## src/sv/adjacency_record_edge_parser_defines.svh

```systemverilog
// ----------------------------------------------------------------------------
// adjacency record edge parser: assertion macros
// concurrent check wrappers, removed when SYNTH is defined
// ----------------------------------------------------------------------------
`ifndef ADJACENCY_RECORD_EDGE_PARSER_DEFINES_SVH
`define ADJACENCY_RECORD_EDGE_PARSER_DEFINES_SVH

`ifndef SYNTH
// plain property under clock and reset
`define AREP_ASSERT(lbl, clk, rst_n, prop, msg) \
  lbl: assert property (@(posedge clk) disable iff (!rst_n) (prop)) else $error(msg);
// same-cycle implication
`define AREP_ASSERT_IMPL(lbl, clk, rst_n, ante, cons, msg) \
  lbl: assert property (@(posedge clk) disable iff (!rst_n) (ante) |-> (cons)) \
    else $error(msg);
`else
`define AREP_ASSERT(lbl, clk, rst_n, prop, msg)
`define AREP_ASSERT_IMPL(lbl, clk, rst_n, ante, cons, msg)
`endif

`endif

```

## src/sv/arep_pkg.sv

```systemverilog
// ----------------------------------------------------------------------------
// arep_pkg
// shared constants and types of the adjacency record edge parser
// ----------------------------------------------------------------------------
package arep_pkg;

  // record field geometry defaults
  localparam int unsigned FIELD_BYTES = 6;
  localparam int unsigned VERTEX_BITS = 32;

  // width of the vertex fields on the edge channel
  localparam int unsigned OUT_W = 32;

  // configuration port
  localparam int unsigned CFG_IDX_W  = 1;
  localparam int unsigned CFG_DATA_W = 1;

  localparam logic [CFG_IDX_W-1:0] CFG_ORIENT_LARGER_FIRST = 1'b0;
  localparam logic [CFG_IDX_W-1:0] CFG_DROP_SELF_LOOPS     = 1'b1;

  typedef struct packed {
    logic [OUT_W-1:0] src_vertex;
    logic [OUT_W-1:0] dst_vertex;
  } edge_t;

endpackage

```

## src/sv/arep_byte_if.sv

```systemverilog
// ----------------------------------------------------------------------------
// arep_byte_if
// byte stream channel: one raw byte and its file start flag per transfer
// ----------------------------------------------------------------------------
interface arep_byte_if;
  logic       valid;
  logic       ready;
  logic [7:0] data_byte;
  logic       file_start;

  modport source (output valid, output data_byte, output file_start, input ready);
  modport sink   (input valid, input data_byte, input file_start, output ready);
endinterface

```

## src/sv/arep_edge_if.sv

```systemverilog
// ----------------------------------------------------------------------------
// arep_edge_if
// edge channel: one source / destination vertex pair per transfer
// ----------------------------------------------------------------------------
interface arep_edge_if;
  import arep_pkg::*;

  logic             valid;
  logic             ready;
  logic [OUT_W-1:0] src_vertex;
  logic [OUT_W-1:0] dst_vertex;

  modport source (output valid, output src_vertex, output dst_vertex, input ready);
  modport sink   (input valid, input src_vertex, input dst_vertex, output ready);
endinterface

```

## src/sv/arep_out_buf.sv

```systemverilog
// ----------------------------------------------------------------------------
// arep_out_buf
// two-entry edge buffer: registered output stage plus skid stage
// ----------------------------------------------------------------------------
module arep_out_buf (
  input  logic            clk_i,
  input  logic            rst_ni,
  input  logic            push_i,
  input  arep_pkg::edge_t push_data_i,
  output logic            space_o,
  output logic            out_valid_o,
  input  logic            out_ready_i,
  output arep_pkg::edge_t out_data_o
);
  import arep_pkg::*;

  logic  out_valid_q, out_valid_d;
  logic  skid_valid_q, skid_valid_d;
  edge_t out_data_q, out_data_d;
  edge_t skid_data_q, skid_data_d;
  logic  pop;

  assign pop     = out_valid_q && out_ready_i;
  assign space_o = !skid_valid_q;

  always_comb begin
    out_valid_d  = out_valid_q;
    skid_valid_d = skid_valid_q;
    out_data_d   = out_data_q;
    skid_data_d  = skid_data_q;
    if (push_i) begin
      // a push only comes while the skid stage is empty
      if (!out_valid_q || pop) begin
        out_valid_d = 1'b1;
        out_data_d  = push_data_i;
      end else begin
        skid_valid_d = 1'b1;
        skid_data_d  = push_data_i;
      end
    end else if (pop) begin
      if (skid_valid_q) begin
        out_data_d   = skid_data_q;
        skid_valid_d = 1'b0;
      end else begin
        out_valid_d = 1'b0;
      end
    end
  end

  always_ff @(posedge clk_i or negedge rst_ni) begin
    if (!rst_ni) begin
      out_valid_q  <= 1'b0;
      skid_valid_q <= 1'b0;
    end else begin
      out_valid_q  <= out_valid_d;
      skid_valid_q <= skid_valid_d;
    end
  end

  always_ff @(posedge clk_i) begin
    out_data_q  <= out_data_d;
    skid_data_q <= skid_data_d;
  end

  assign out_valid_o = out_valid_q;
  assign out_data_o  = out_data_q;

endmodule

```

## src/sv/adjacency_record_edge_parser.sv

```systemverilog
// ----------------------------------------------------------------------------
// adjacency_record_edge_parser
// turns a byte stream of adjacency records into a stream of edges
// ----------------------------------------------------------------------------
// Takes one byte per transfer on byte_i and sustains one byte per clock cycle
// unless stalled. A record is a source vertex, a neighbour count and then that
// many destination vertices, each FIELD_BYTES bytes, big-endian. Every
// completed destination field gives one edge on edge_o, at most one edge per
// byte; the byte passes the input register, then is parsed into the output
// stage. A two-entry output buffer lets bytes keep flowing while an edge
// waits; byte_i only stalls once both buffer entries are held. The per-byte
// path is the FIELD_BYTES*8-bit neighbour count decrement and zero test.
// Vertices keep their low VERTEX_BITS bits (at most 32). A byte with
// file_start set restarts parsing at the source field and discards any
// partial record. Configuration: register 0 orient_larger_first, register 1
// drop_self_loops, both reset to 1; write them only while the block is idle.
// ----------------------------------------------------------------------------
`include "adjacency_record_edge_parser_defines.svh"

module adjacency_record_edge_parser #(
  parameter int unsigned FIELD_BYTES = arep_pkg::FIELD_BYTES,
  parameter int unsigned VERTEX_BITS = arep_pkg::VERTEX_BITS
) (
  input  logic                           clk_i,
  input  logic                           rst_ni,
  arep_byte_if.sink                      byte_i,
  arep_edge_if.source                    edge_o,
  input  logic                           cfg_we_i,
  input  logic [arep_pkg::CFG_IDX_W-1:0] cfg_idx_i,
  input  logic [arep_pkg::CFG_DATA_W-1:0] cfg_wdata_i
);
  import arep_pkg::*;

  // field and vertex widths
  localparam int unsigned FieldW = FIELD_BYTES * 8;
  localparam int unsigned CutA   = (VERTEX_BITS < OUT_W) ? VERTEX_BITS : OUT_W;
  localparam int unsigned CutW   = (CutA < FieldW) ? CutA : FieldW;
  localparam int unsigned PosW   = (FIELD_BYTES > 1) ? $clog2(FIELD_BYTES) : 1;

  typedef enum logic [1:0] {
    PH_SRC = 2'd0,
    PH_CNT = 2'd1,
    PH_DST = 2'd2
  } phase_e;

  // configuration registers
  logic orient_q;
  logic drop_q;

  always_ff @(posedge clk_i or negedge rst_ni) begin
    if (!rst_ni) begin
      orient_q <= 1'b1;
      drop_q   <= 1'b1;
    end else if (cfg_we_i) begin
      case (cfg_idx_i)
        CFG_ORIENT_LARGER_FIRST: orient_q <= cfg_wdata_i[0];
        CFG_DROP_SELF_LOOPS:     drop_q   <= cfg_wdata_i[0];
        default: ;
      endcase
    end
  end

  // input register
  logic       in_valid_q;
  logic [7:0] in_byte_q;
  logic       in_fs_q;
  logic       fire;
  logic       space;

  // the parse stage moves on whenever the output buffer has a free entry
  assign fire         = in_valid_q && space;
  assign byte_i.ready = !in_valid_q || fire;

  always_ff @(posedge clk_i or negedge rst_ni) begin
    if (!rst_ni) begin
      in_valid_q <= 1'b0;
    end else if (byte_i.ready) begin
      in_valid_q <= byte_i.valid;
    end
  end

  always_ff @(posedge clk_i) begin
    if (byte_i.valid && byte_i.ready) begin
      in_byte_q <= byte_i.data_byte;
      in_fs_q   <= byte_i.file_start;
    end
  end

  // parser state
  phase_e            phase_q, phase_d;
  logic [PosW-1:0]   pos_q, pos_d;
  logic [FieldW-1:0] acc_q, acc_d;
  logic [CutW-1:0]   src_q, src_d;
  logic [FieldW-1:0] nl_q, nl_d;

  // state as seen by this byte, after a possible file restart
  phase_e            phase_eff;
  logic [PosW-1:0]   pos_eff;
  logic [FieldW-1:0] acc_eff;
  logic [FieldW-1:0] nl_eff;
  logic [FieldW-1:0] value;
  logic [CutW-1:0]   dst_cut;
  logic [FieldW-1:0] nl_dec;
  logic              last_byte;
  logic              emit;
  logic [OUT_W-1:0]  s_ext;
  logic [OUT_W-1:0]  d_ext;
  edge_t             edge_res;

  assign phase_eff = in_fs_q ? PH_SRC : phase_q;
  assign pos_eff   = in_fs_q ? '0 : pos_q;
  assign acc_eff   = in_fs_q ? '0 : acc_q;
  assign nl_eff    = in_fs_q ? '0 : nl_q;

  // big-endian gather: shift in the new byte at the bottom
  assign value     = FieldW'({acc_eff, in_byte_q});
  assign last_byte = (pos_eff == PosW'(FIELD_BYTES - 1));
  assign dst_cut   = value[CutW-1:0];
  assign nl_dec    = nl_eff - FieldW'(1);

  assign s_ext = OUT_W'(src_q);
  assign d_ext = OUT_W'(dst_cut);

  always_comb begin
    phase_d = phase_eff;
    pos_d   = pos_eff + PosW'(1);
    acc_d   = value;
    src_d   = src_q;
    nl_d    = nl_eff;
    emit    = 1'b0;
    if (last_byte) begin
      pos_d = '0;
      acc_d = '0;
      case (phase_eff)
        PH_CNT: begin
          // an empty neighbour list closes the record at once
          nl_d    = value;
          phase_d = (value != '0) ? PH_DST : PH_SRC;
        end
        PH_DST: begin
          nl_d    = nl_dec;
          phase_d = (nl_dec == '0) ? PH_SRC : PH_DST;
          emit    = !(drop_q && (src_q == dst_cut));
        end
        default: begin
          // source field, and the unused code acting as one
          src_d   = value[CutW-1:0];
          phase_d = PH_CNT;
        end
      endcase
    end
  end

  // optional orientation, larger vertex first
  always_comb begin
    if (orient_q && (s_ext < d_ext)) begin
      edge_res.src_vertex = d_ext;
      edge_res.dst_vertex = s_ext;
    end else begin
      edge_res.src_vertex = s_ext;
      edge_res.dst_vertex = d_ext;
    end
  end

  always_ff @(posedge clk_i or negedge rst_ni) begin
    if (!rst_ni) begin
      phase_q <= PH_SRC;
      pos_q   <= '0;
      acc_q   <= '0;
      src_q   <= '0;
      nl_q    <= '0;
    end else if (fire) begin
      phase_q <= phase_d;
      pos_q   <= pos_d;
      acc_q   <= acc_d;
      src_q   <= src_d;
      nl_q    <= nl_d;
    end
  end

  // output stage and skid entry
  edge_t out_data;
  logic  push;

  assign push = fire && emit;

  arep_out_buf u_out_buf (
    .clk_i       (clk_i),
    .rst_ni      (rst_ni),
    .push_i      (push),
    .push_data_i (edge_res),
    .space_o     (space),
    .out_valid_o (edge_o.valid),
    .out_ready_i (edge_o.ready),
    .out_data_o  (out_data)
  );

  assign edge_o.src_vertex = out_data.src_vertex;
  assign edge_o.dst_vertex = out_data.dst_vertex;

  // checks

  // the skid entry is only ever held behind a presented edge
  `AREP_ASSERT_IMPL(a_skid_behind_out, clk_i, rst_ni, !space, edge_o.valid, "skid held without output")
  // while destinations are expected the count is never zero
  `AREP_ASSERT_IMPL(a_dst_count_live, clk_i, rst_ni, phase_q == PH_DST, nl_q != '0, "zero count in dst phase")
  // byte position stays inside a field
  `AREP_ASSERT(a_pos_range, clk_i, rst_ni, pos_q <= PosW'(FIELD_BYTES - 1), "byte position out of range")
  // with self loop removal on, no edge with equal endpoints is pushed
  `AREP_ASSERT_IMPL(a_no_self_loop, clk_i, rst_ni, push && drop_q, edge_res.src_vertex != edge_res.dst_vertex, "self loop pushed")

endmodule
```

## src/flat_wrapper.sv

```systemverilog
// flat-port wrapper written by rule: the top's interface ports become plain ports
module adjacency_record_edge_parser_flat import arep_pkg::*;
#(
  parameter int unsigned FIELD_BYTES = arep_pkg::FIELD_BYTES,
  parameter int unsigned VERTEX_BITS = arep_pkg::VERTEX_BITS
)
  (clk_i, rst_ni, cfg_we_i, cfg_idx_i, cfg_wdata_i, byte_i_valid, byte_i_data_byte, byte_i_file_start, byte_i_ready, edge_o_valid, edge_o_src_vertex, edge_o_dst_vertex, edge_o_ready);
  arep_byte_if byte_i_i ();
  arep_edge_if edge_o_i ();
  input  logic clk_i;
  input  logic rst_ni;
  input  logic cfg_we_i;
  input  logic [arep_pkg::CFG_IDX_W-1:0] cfg_idx_i;
  input  logic [arep_pkg::CFG_DATA_W-1:0] cfg_wdata_i;
  input wire logic [$bits(byte_i_i.valid)-1:0] byte_i_valid;
  input wire logic [$bits(byte_i_i.data_byte)-1:0] byte_i_data_byte;
  input wire logic [$bits(byte_i_i.file_start)-1:0] byte_i_file_start;
  output wire logic [$bits(byte_i_i.ready)-1:0] byte_i_ready;
  output wire logic [$bits(edge_o_i.valid)-1:0] edge_o_valid;
  output wire logic [$bits(edge_o_i.src_vertex)-1:0] edge_o_src_vertex;
  output wire logic [$bits(edge_o_i.dst_vertex)-1:0] edge_o_dst_vertex;
  input wire logic [$bits(edge_o_i.ready)-1:0] edge_o_ready;
  assign byte_i_i.valid = byte_i_valid;
  assign byte_i_i.data_byte = byte_i_data_byte;
  assign byte_i_i.file_start = byte_i_file_start;
  assign byte_i_ready = byte_i_i.ready;
  assign edge_o_valid = edge_o_i.valid;
  assign edge_o_src_vertex = edge_o_i.src_vertex;
  assign edge_o_dst_vertex = edge_o_i.dst_vertex;
  assign edge_o_i.ready = edge_o_ready;
  adjacency_record_edge_parser #(.FIELD_BYTES(FIELD_BYTES), .VERTEX_BITS(VERTEX_BITS)) u_core (.clk_i(clk_i), .rst_ni(rst_ni), .byte_i(byte_i_i), .edge_o(edge_o_i), .cfg_we_i(cfg_we_i), .cfg_idx_i(cfg_idx_i), .cfg_wdata_i(cfg_wdata_i));
endmodule
```

## config.mk

```make
export PLATFORM = sky130hd
export DESIGN_NAME = adjacency_record_edge_parser_flat
export DESIGN_NICKNAME = d
export VERILOG_FILES = /design/src/sv/arep_pkg.sv /design/src/sv/arep_byte_if.sv /design/src/sv/arep_edge_if.sv /design/src/sv/arep_out_buf.sv /design/src/sv/adjacency_record_edge_parser.sv /design/src/flat_wrapper.sv
export VERILOG_INCLUDE_DIRS = /design/src /design/src/sv
export SDC_FILE = /design/constraint.sdc
export NUM_CORES = 1
export LEC_CHECK = 0
export ABC_AREA = 0
export BUFFER_PORTS_ARGS = -buffer_cell sky130_fd_sc_hd__buf_2
export CORE_MARGIN = 3
export CORE_UTILIZATION = 28
export DETAILED_ROUTE_END_ITERATION = 8
export GPL_ROUTABILITY_DRIVEN = 0
export SLEW_MARGIN = 40
export SYNTH_ARGS = -nofsm -noshare
export SYNTH_HDL_FRONTEND = slang
export SYNTH_SLANG_ARGS = --single-unit
```

## constraint.sdc

```tcl
create_clock -name clk_i -period 7.09 [get_ports clk_i]
set_clock_uncertainty 0.15 [all_clocks]
set_input_delay 0.709 -clock clk_i [delete_from_list [all_inputs] [get_ports clk_i]]
set_output_delay 0.709 -clock clk_i [all_outputs]
set_load 0.01 [all_outputs]
```

# Yosys cells after proc, flatten, opt, wreduce, memory -nomap -nowiden
# Index checks and enable logic that the tools add are counted.
# totals
ff_bits,267
input_bits,16
output_inout_bits,66
wordCells,79
# op_classes
n_addsub,2
n_lt_le_gt_ge,1
n_eq_ne,7
muxes,26
bitwise,3
n_reduce_logical,24
# op_table
operator,count
$mux 64,5
$mux 48,2
$pmux 48 s2,1
$mux 40,2
$logic_not 48->1,1
$reduce_bool 48->1,1
$sub 48x1->48 const B,1
$eq 32x32->1,1
$lt 32x32->1,1
$mux 1,9
$reduce_and 3->1,3
$mux 2,4
$reduce_and 2->1,4
$logic_and 1x1->1,6
$mux 3,2
$logic_not 1->1,4
$ne 2x2->1 const B,2
$pmux 2 s2,1
$reduce_bool 2->1,2
$add 3x1->3 const B,1
$eq 3x3->1 const B,1
$not 1->1,3
$eq 2x1->1 const B,1
$eq 2x2->1 const B,1
other kinds (3),4

# Depth between registers and ports, before layout
# depth
depth_word,9
ltp_mapped,17
mapped_depth_nobuf,11

# Modules after synthesis
# From an unflattened synthesis, not the netlist that was laid out.
# unflattened
hier_cells,1305
area_unflattened_um2,14248.7
# modules_own_cells
module,instances,cells_per_inst,area_per_inst_um2,seq_area_each_um2
adjacency_record_edge_parser,1,1092,9456.6,3475.8
arep_out_buf,1,213,4792.1,3893.7

# Least setup slack after synthesis
# No wires, ideal clock.
# synth_path
path_type,register to register
start,register u_core.in_fs_q
end,"register u_core.u_out_buf.out_data_q, in the netlist u_core.u_out_buf.out_data_o[0] (enable)"
setup_ns,0.507
arrival_time_ns,5.895
t_required_ns,6.433
path_slack_ns,0.538
path_stages_with_launch,15
path_buffers,4
period_less_slack_ns,6.552
cell_sequence,edfxtp_1 clkbuf_1 clkbuf_1 clkbuf_1 nor2b_1 inv_1 ha_1 and4_1 nand3_1 nor3_1 nor2b_1 a21oi_1 clkbuf_1 a21oi_1 a21oi_1
# synth_between
elab_chain_len,9
elab_cells_between_ends,15
classes_between,4 x eq/ne; 5 x mux; 6 x reduce/logical
# synth_rtl
element,line_no,text
"start, declared",adjacency_record_edge_parser.sv:66,logic in_fs_q;
"start signal, assigned",adjacency_record_edge_parser.sv:85,in_fs_q <= byte_i.file_start;
$mux 40,adjacency_record_edge_parser.sv:112,assign acc_eff = in_fs_q ? '0 : acc_q;
$eq 32x32->1,adjacency_record_edge_parser.sv:143,emit = !(drop_q && (src_q == dst_cut));
$logic_and 1x1->1,adjacency_record_edge_parser.sv:143,
$logic_not 1->1,adjacency_record_edge_parser.sv:143,
$mux 1,adjacency_record_edge_parser.sv:134,case (phase_eff)
$mux 1 *,adjacency_record_edge_parser.sv:131,if (last_byte) begin
$logic_and 1x1->1 *,adjacency_record_edge_parser.sv:185,assign push = fire && emit;
$ne 2x2->1 (no source line) / $reduce_bool 2->1 (equally long branches),n/a,
$reduce_and 3->1 (no source line) *,n/a,
"end signal, assigned",arep_out_buf.sv:61,out_data_q <= out_data_d;
"end, declared",arep_out_buf.sv:19,"edge_t out_data_q, out_data_d;"
# Mark *: on every way between the ends. The rest lies on a longest branch, timed or not.
# A chain may end at the register's enable or synchronous reset.

==> impl_summary.log <==
INFO  metric run_status = complete, no violations
INFO  metric yosys_register_bits = 267
INFO  metric number_of_nets_in_the_synthesized_netlist = 1544
INFO  metric drt_iter0_drc = 1182
INFO  metric worst_ep_required_time = 7.33 ns
INFO  metric placed_cells_incl_taps = 2153
INFO  metric via_per_inst = 5.26
INFO  metric worst-slew-pin-transition = 0.840 ns
INFO  metric yosys_most_used_dff = sky130_fd_sc_hd__edfxtp_1
INFO  metric dr_total_vias = 11.6k
INFO  metric synth-seq-area-share = 52.5%
INFO  metric depth_of_the_cts_h_tree = 1
INFO  metric report.final.hold_viol_count = 0
INFO  metric coreArea = 49300 µm²
INFO  metric tritoncts = done
INFO  metric fmax = 0.219 GHz
INFO  metric cts.hold.buffers_added = 0
INFO  metric post_cts_buffers = 0
INFO  metric worstSetupStartpointType = register
INFO  metric netlist_instances = 1492
INFO  metric antenna_cells = 0
INFO  metric route.final.wire_length = 39.7 mm
INFO  metric whs = 0.0164 ns
INFO  metric timing.max_slew.rel_slack = 43.4%
INFO  metric register_area = 7370 µm²
INFO  metric grt_use_met1 = 19.6%
INFO  metric post_placement_worst_setup_slack = 2.25 ns
INFO  metric min_period_over_period = 64.5%
INFO  metric path_class = reg -> reg
INFO  metric clkSlewWorstSetupHoldPaths = 0.06 ns
INFO  metric area_growth = 14.6%
INFO  metric unrepaired_setup_endpoints_after_global_routing = no
INFO  metric drc_errors = 0
INFO  metric report.final.slew_viol_count = 0
INFO  metric antenna_found_initial = 2
INFO  metric share_of_layout_cells_above_drive_strength_1 = 12.1%
INFO  metric multi_input_area = 6170 µm²
INFO  metric grt_use_total = 14.7%
INFO  metric grt_max_degree = 98
INFO  metric synth_edf_count = 137
INFO  metric drt_pre_antenna_iters = 6
INFO  metric wire_length_of_the_first_global_routing_pass = 63.0 mm
INFO  metric post_synth_num_cell_types = 65
INFO  metric tritoncts.num_buffers = 28
INFO  metric nNetsFinal = 1571
INFO  metric clk_latency = 0.56 ns
INFO  metric vdd_ir_drop_max = 0.179 mV
INFO  metric fillerInstances = 5077
INFO  metric start_util = 28.5%
INFO  metric synthesis.area_per_instance = 9.41 µm²
INFO  metric gr-usage-met2 = 23.7%
INFO  metric groute.layer.met3.usage = 2.29%
INFO  metric die_h = 230 µm
INFO  metric layout.cells.non_filler = 2205
INFO  metric classification_of_the_worst_slack_hold_path = in -> async
INFO  metric worst-path-max-fanout = 97
INFO  metric async_reset_ff_share = 48.7%
INFO  metric yosys_warnings = 0
INFO  metric crit_path_end_kind = register
INFO  metric p_per_area = 200 nW/µm²
INFO  metric fp.dieW = 230 µm
INFO  metric grt_overflow = 0
INFO  metric cts_max_path_buffers = 3
INFO  metric period_needed = 4.57 ns
INFO  metric syn_area = 14000 µm²
INFO  metric setup_total_negative_slack = 0 ns
INFO  metric rows = 81
INFO  metric crit_arrival = 4.81 ns
INFO  metric clock-root-buffer = sky130_fd_sc_hd__clkbuf_16
INFO  metric grt_pass1_vias = 11.0k
INFO  metric post-dp-hpwl = 27.0 mm
INFO  metric report.final.setup_viol = 0
INFO  metric max_cap_viols = 0
INFO  metric antenna_violating_nets_remaining = 0
INFO  metric post_cts_resize_count = 0
INFO  metric power.leakage = 6.52 nW
INFO  metric num_io_pins = 82
INFO  metric clock_sink_count = 267
INFO  metric buffer_ports.inserted = 81
INFO  metric dieArea = 52900 µm²
INFO  metric layout_setup_ws = 2.52 ns
INFO  metric grt-busiest-layer = met2
INFO  metric avgRoutedWirePerCell = 18.0 µm
## kinds of logic after synthesis
group                      synth area share (%)
and+or+nand+nor                            20.7
AOI/OAI and AO/OA                          17.5
DFF                                        52.5
buffers and inverters                      4.09
adders and majority gates                  3.21
xor gates and xnor gates                   1.19
muxes                                     0.757
## power breakdown
group / internal (mW) / total (mW) / switching, mW
Clock: 0.877 / 1.51 / 0.635
Sequential: 1.62 / 1.63 / 0.00293
Combinational: 0.0143 / 0.0733 / 0.0589
## final cells by class
class                   count  share of cell area [%]
flip-flops and latches    267                    45.8
multi-input cells        1075                    38.4
well taps                 664                    5.16
clock buffers              35                    4.77
repair buffers            100                    3.68
clock inverters            17                    1.12
inverters                  47                    1.10
## cell usage in the layout (no fill, tap or decap), types with 4 or more instances in the layout
cell / Yosys / final
sky130_fd_sc_hd__o2bb2ai_1: 10 / 10
sky130_fd_sc_hd__clkbuf_8: 0 / 4
sky130_fd_sc_hd__o21ai_0: 122 / 121
sky130_fd_sc_hd__xnor2_1: 13 / 13
sky130_fd_sc_hd__clkbuf_16: 0 / 28
sky130_fd_sc_hd__or3_1: 10 / 10
sky130_fd_sc_hd__buf_4: 0 / 16
sky130_fd_sc_hd__o31ai_1: 37 / 37
sky130_fd_sc_hd__edfxtp_1: 137 / 137
sky130_fd_sc_hd__nand3_1: 18 / 17
sky130_fd_sc_hd__a221oi_1: 20 / 20
sky130_fd_sc_hd__a31oi_1: 70 / 70
sky130_fd_sc_hd__a21oi_1: 37 / 35
sky130_fd_sc_hd__nor4_1: 28 / 28
sky130_fd_sc_hd__nor2_1: 104 / 103
sky130_fd_sc_hd__buf_2: 3 / 80
sky130_fd_sc_hd__a21o_1: 13 / 13
sky130_fd_sc_hd__nor2b_1: 40 / 38
sky130_fd_sc_hd__nand2_1: 333 / 333
sky130_fd_sc_hd__dfrtp_1: 128 / 128
sky130_fd_sc_hd__and4_1: 6 / 6
sky130_fd_sc_hd__o21a_1: 4 / 4
sky130_fd_sc_hd__or4_1: 14 / 14
sky130_fd_sc_hd__nand4_1: 15 / 15
sky130_fd_sc_hd__o211ai_1: 5 / 5
sky130_fd_sc_hd__a32oi_1: 5 / 5
sky130_fd_sc_hd__inv_1: 47 / 47
sky130_fd_sc_hd__ha_1: 36 / 35
sky130_fd_sc_hd__mux2i_1: 5 / 5
sky130_fd_sc_hd__a22oi_1: 15 / 15
sky130_fd_sc_hd__mux2_2: 5 / 5
sky130_fd_sc_hd__xor2_1: 6 / 6
sky130_fd_sc_hd__nor3_1: 28 / 27
sky130_fd_sc_hd__or2_2: 8 / 7
sky130_fd_sc_hd__a22o_1: 10 / 10
sky130_fd_sc_hd__clkinv_2: 0 / 6
## sequential cells by signal, indices dropped and copies added (netlist names)
name and count:
u_core.acc_q 40, u_core.drop_q 1, u_core.in_byte_q 8, u_core.in_fs_q 1
u_core.in_valid_q 1, u_core.nl_q 48, u_core.orient_q 1, u_core.phase_q 2
u_core.pos_q 3, u_core.s_ext 32, u_core.u_out_buf.out_data_o 64, u_core.u_out_buf.out_valid_o 1
u_core.u_out_buf.skid_data_q 64, u_core.u_out_buf.skid_valid_q 1
## path summary, 6_finish.rpt
check                                       startpoint                                         to  slack [ns]  cells past startpoint
min in group clk_i                 byte_i_data_byte[6]              u_core.in_byte_q[6]$_DFFE_PP_        0.18                      1
max in group asynchronous                       rst_ni               u_core.s_ext[10]$_DFFE_PN0P_        5.64                      3
setup reg to reg              u_core.in_fs_q$_DFFE_PP_  u_core.u_out_buf.out_data_o[62]$_DFFE_PP_        2.52                     12
hold reg to reg            u_core.acc_q[8]$_DFFE_PN0P_                u_core.acc_q[8]$_DFFE_PN0P_        0.35                      2
hold / removal                                  rst_ni                u_core.pos_q[2]$_DFFE_PN0P_        0.02                      1
setup / recovery              u_core.in_fs_q$_DFFE_PP_  u_core.u_out_buf.out_data_o[62]$_DFFE_PP_        2.52                     12
## layer usage
layer | routed length [µm] | vias up
met2 | 18500 | 408
met3 | 2510 | 86
li1 | - | 5483
met5 | 11 | -
met1 | 17000 | 5621
met4 | 1630 | 2
## cell usage after synthesis, drive strengths merged (3+ instances only)
library cell	n	area share [%]
o221ai	3	0.19
nor4	33	1.8
xor2	6	0.37
nand2	334	8.9
nand2b	5	0.22
a221oi	21	1.4
dfrtp	128	23
o41ai	3	0.19
and3	3	0.13
ha	36	3.2
a22o	10	0.62
and4	6	0.37
nor3	29	1.1
nor4b	4	0.25
clkbuf	93	2.5
or4	16	0.91
a21o	13	0.70
o2bb2ai	10	0.62
o211ai	5	0.27
a21oi	37	1.3
nand3	18	0.64
o31ai	37	2.0
nand4b	3	0.19
edfxtp	137	29
xnor2	13	0.81
nor2b	40	1.8
a32oi	5	0.31
or2	8	0.36
o21a	4	0.21
mux2i	5	0.36
buf	10	0.35
nand4	15	0.67
or3	10	0.45
o21ai	125	4.5
nor2	104	2.8
a31oi	70	3.1
inv	47	1.3
mux2	5	0.40
o22ai	3	0.13
a22oi	15	0.80
## critical path, cell delays in order, from the launching register on
cell	delay, ns
sky130_fd_sc_hd__edfxtp_1	0.41
sky130_fd_sc_hd__buf_12	0.25
sky130_fd_sc_hd__nor2b_1	0.42
sky130_fd_sc_hd__inv_1	0.15
sky130_fd_sc_hd__ha_1	0.31
sky130_fd_sc_hd__or4_1	0.51
sky130_fd_sc_hd__a31oi_1	0.19
sky130_fd_sc_hd__nor2_1	0.13
sky130_fd_sc_hd__nor4b_1	0.63
sky130_fd_sc_hd__or2_4	0.57
sky130_fd_sc_hd__buf_4	0.35
sky130_fd_sc_hd__nand2_1	0.11
sky130_fd_sc_hd__a31oi_1	0.18
## per-stage QoR
stage	total power, mW	cell area (µm²)	util [%]
2_1_floorplan	1.69	14000	-
3_3_place_gp	1.73	15100	30.6
4_1_cts	3.25	16100	32.6
5_1_grt	3.32	16100	32.7
3_5_place_dp	1.74	15100	30.7
6_report	3.21	16100	32.7
Power figures use the tool's default switching activity.
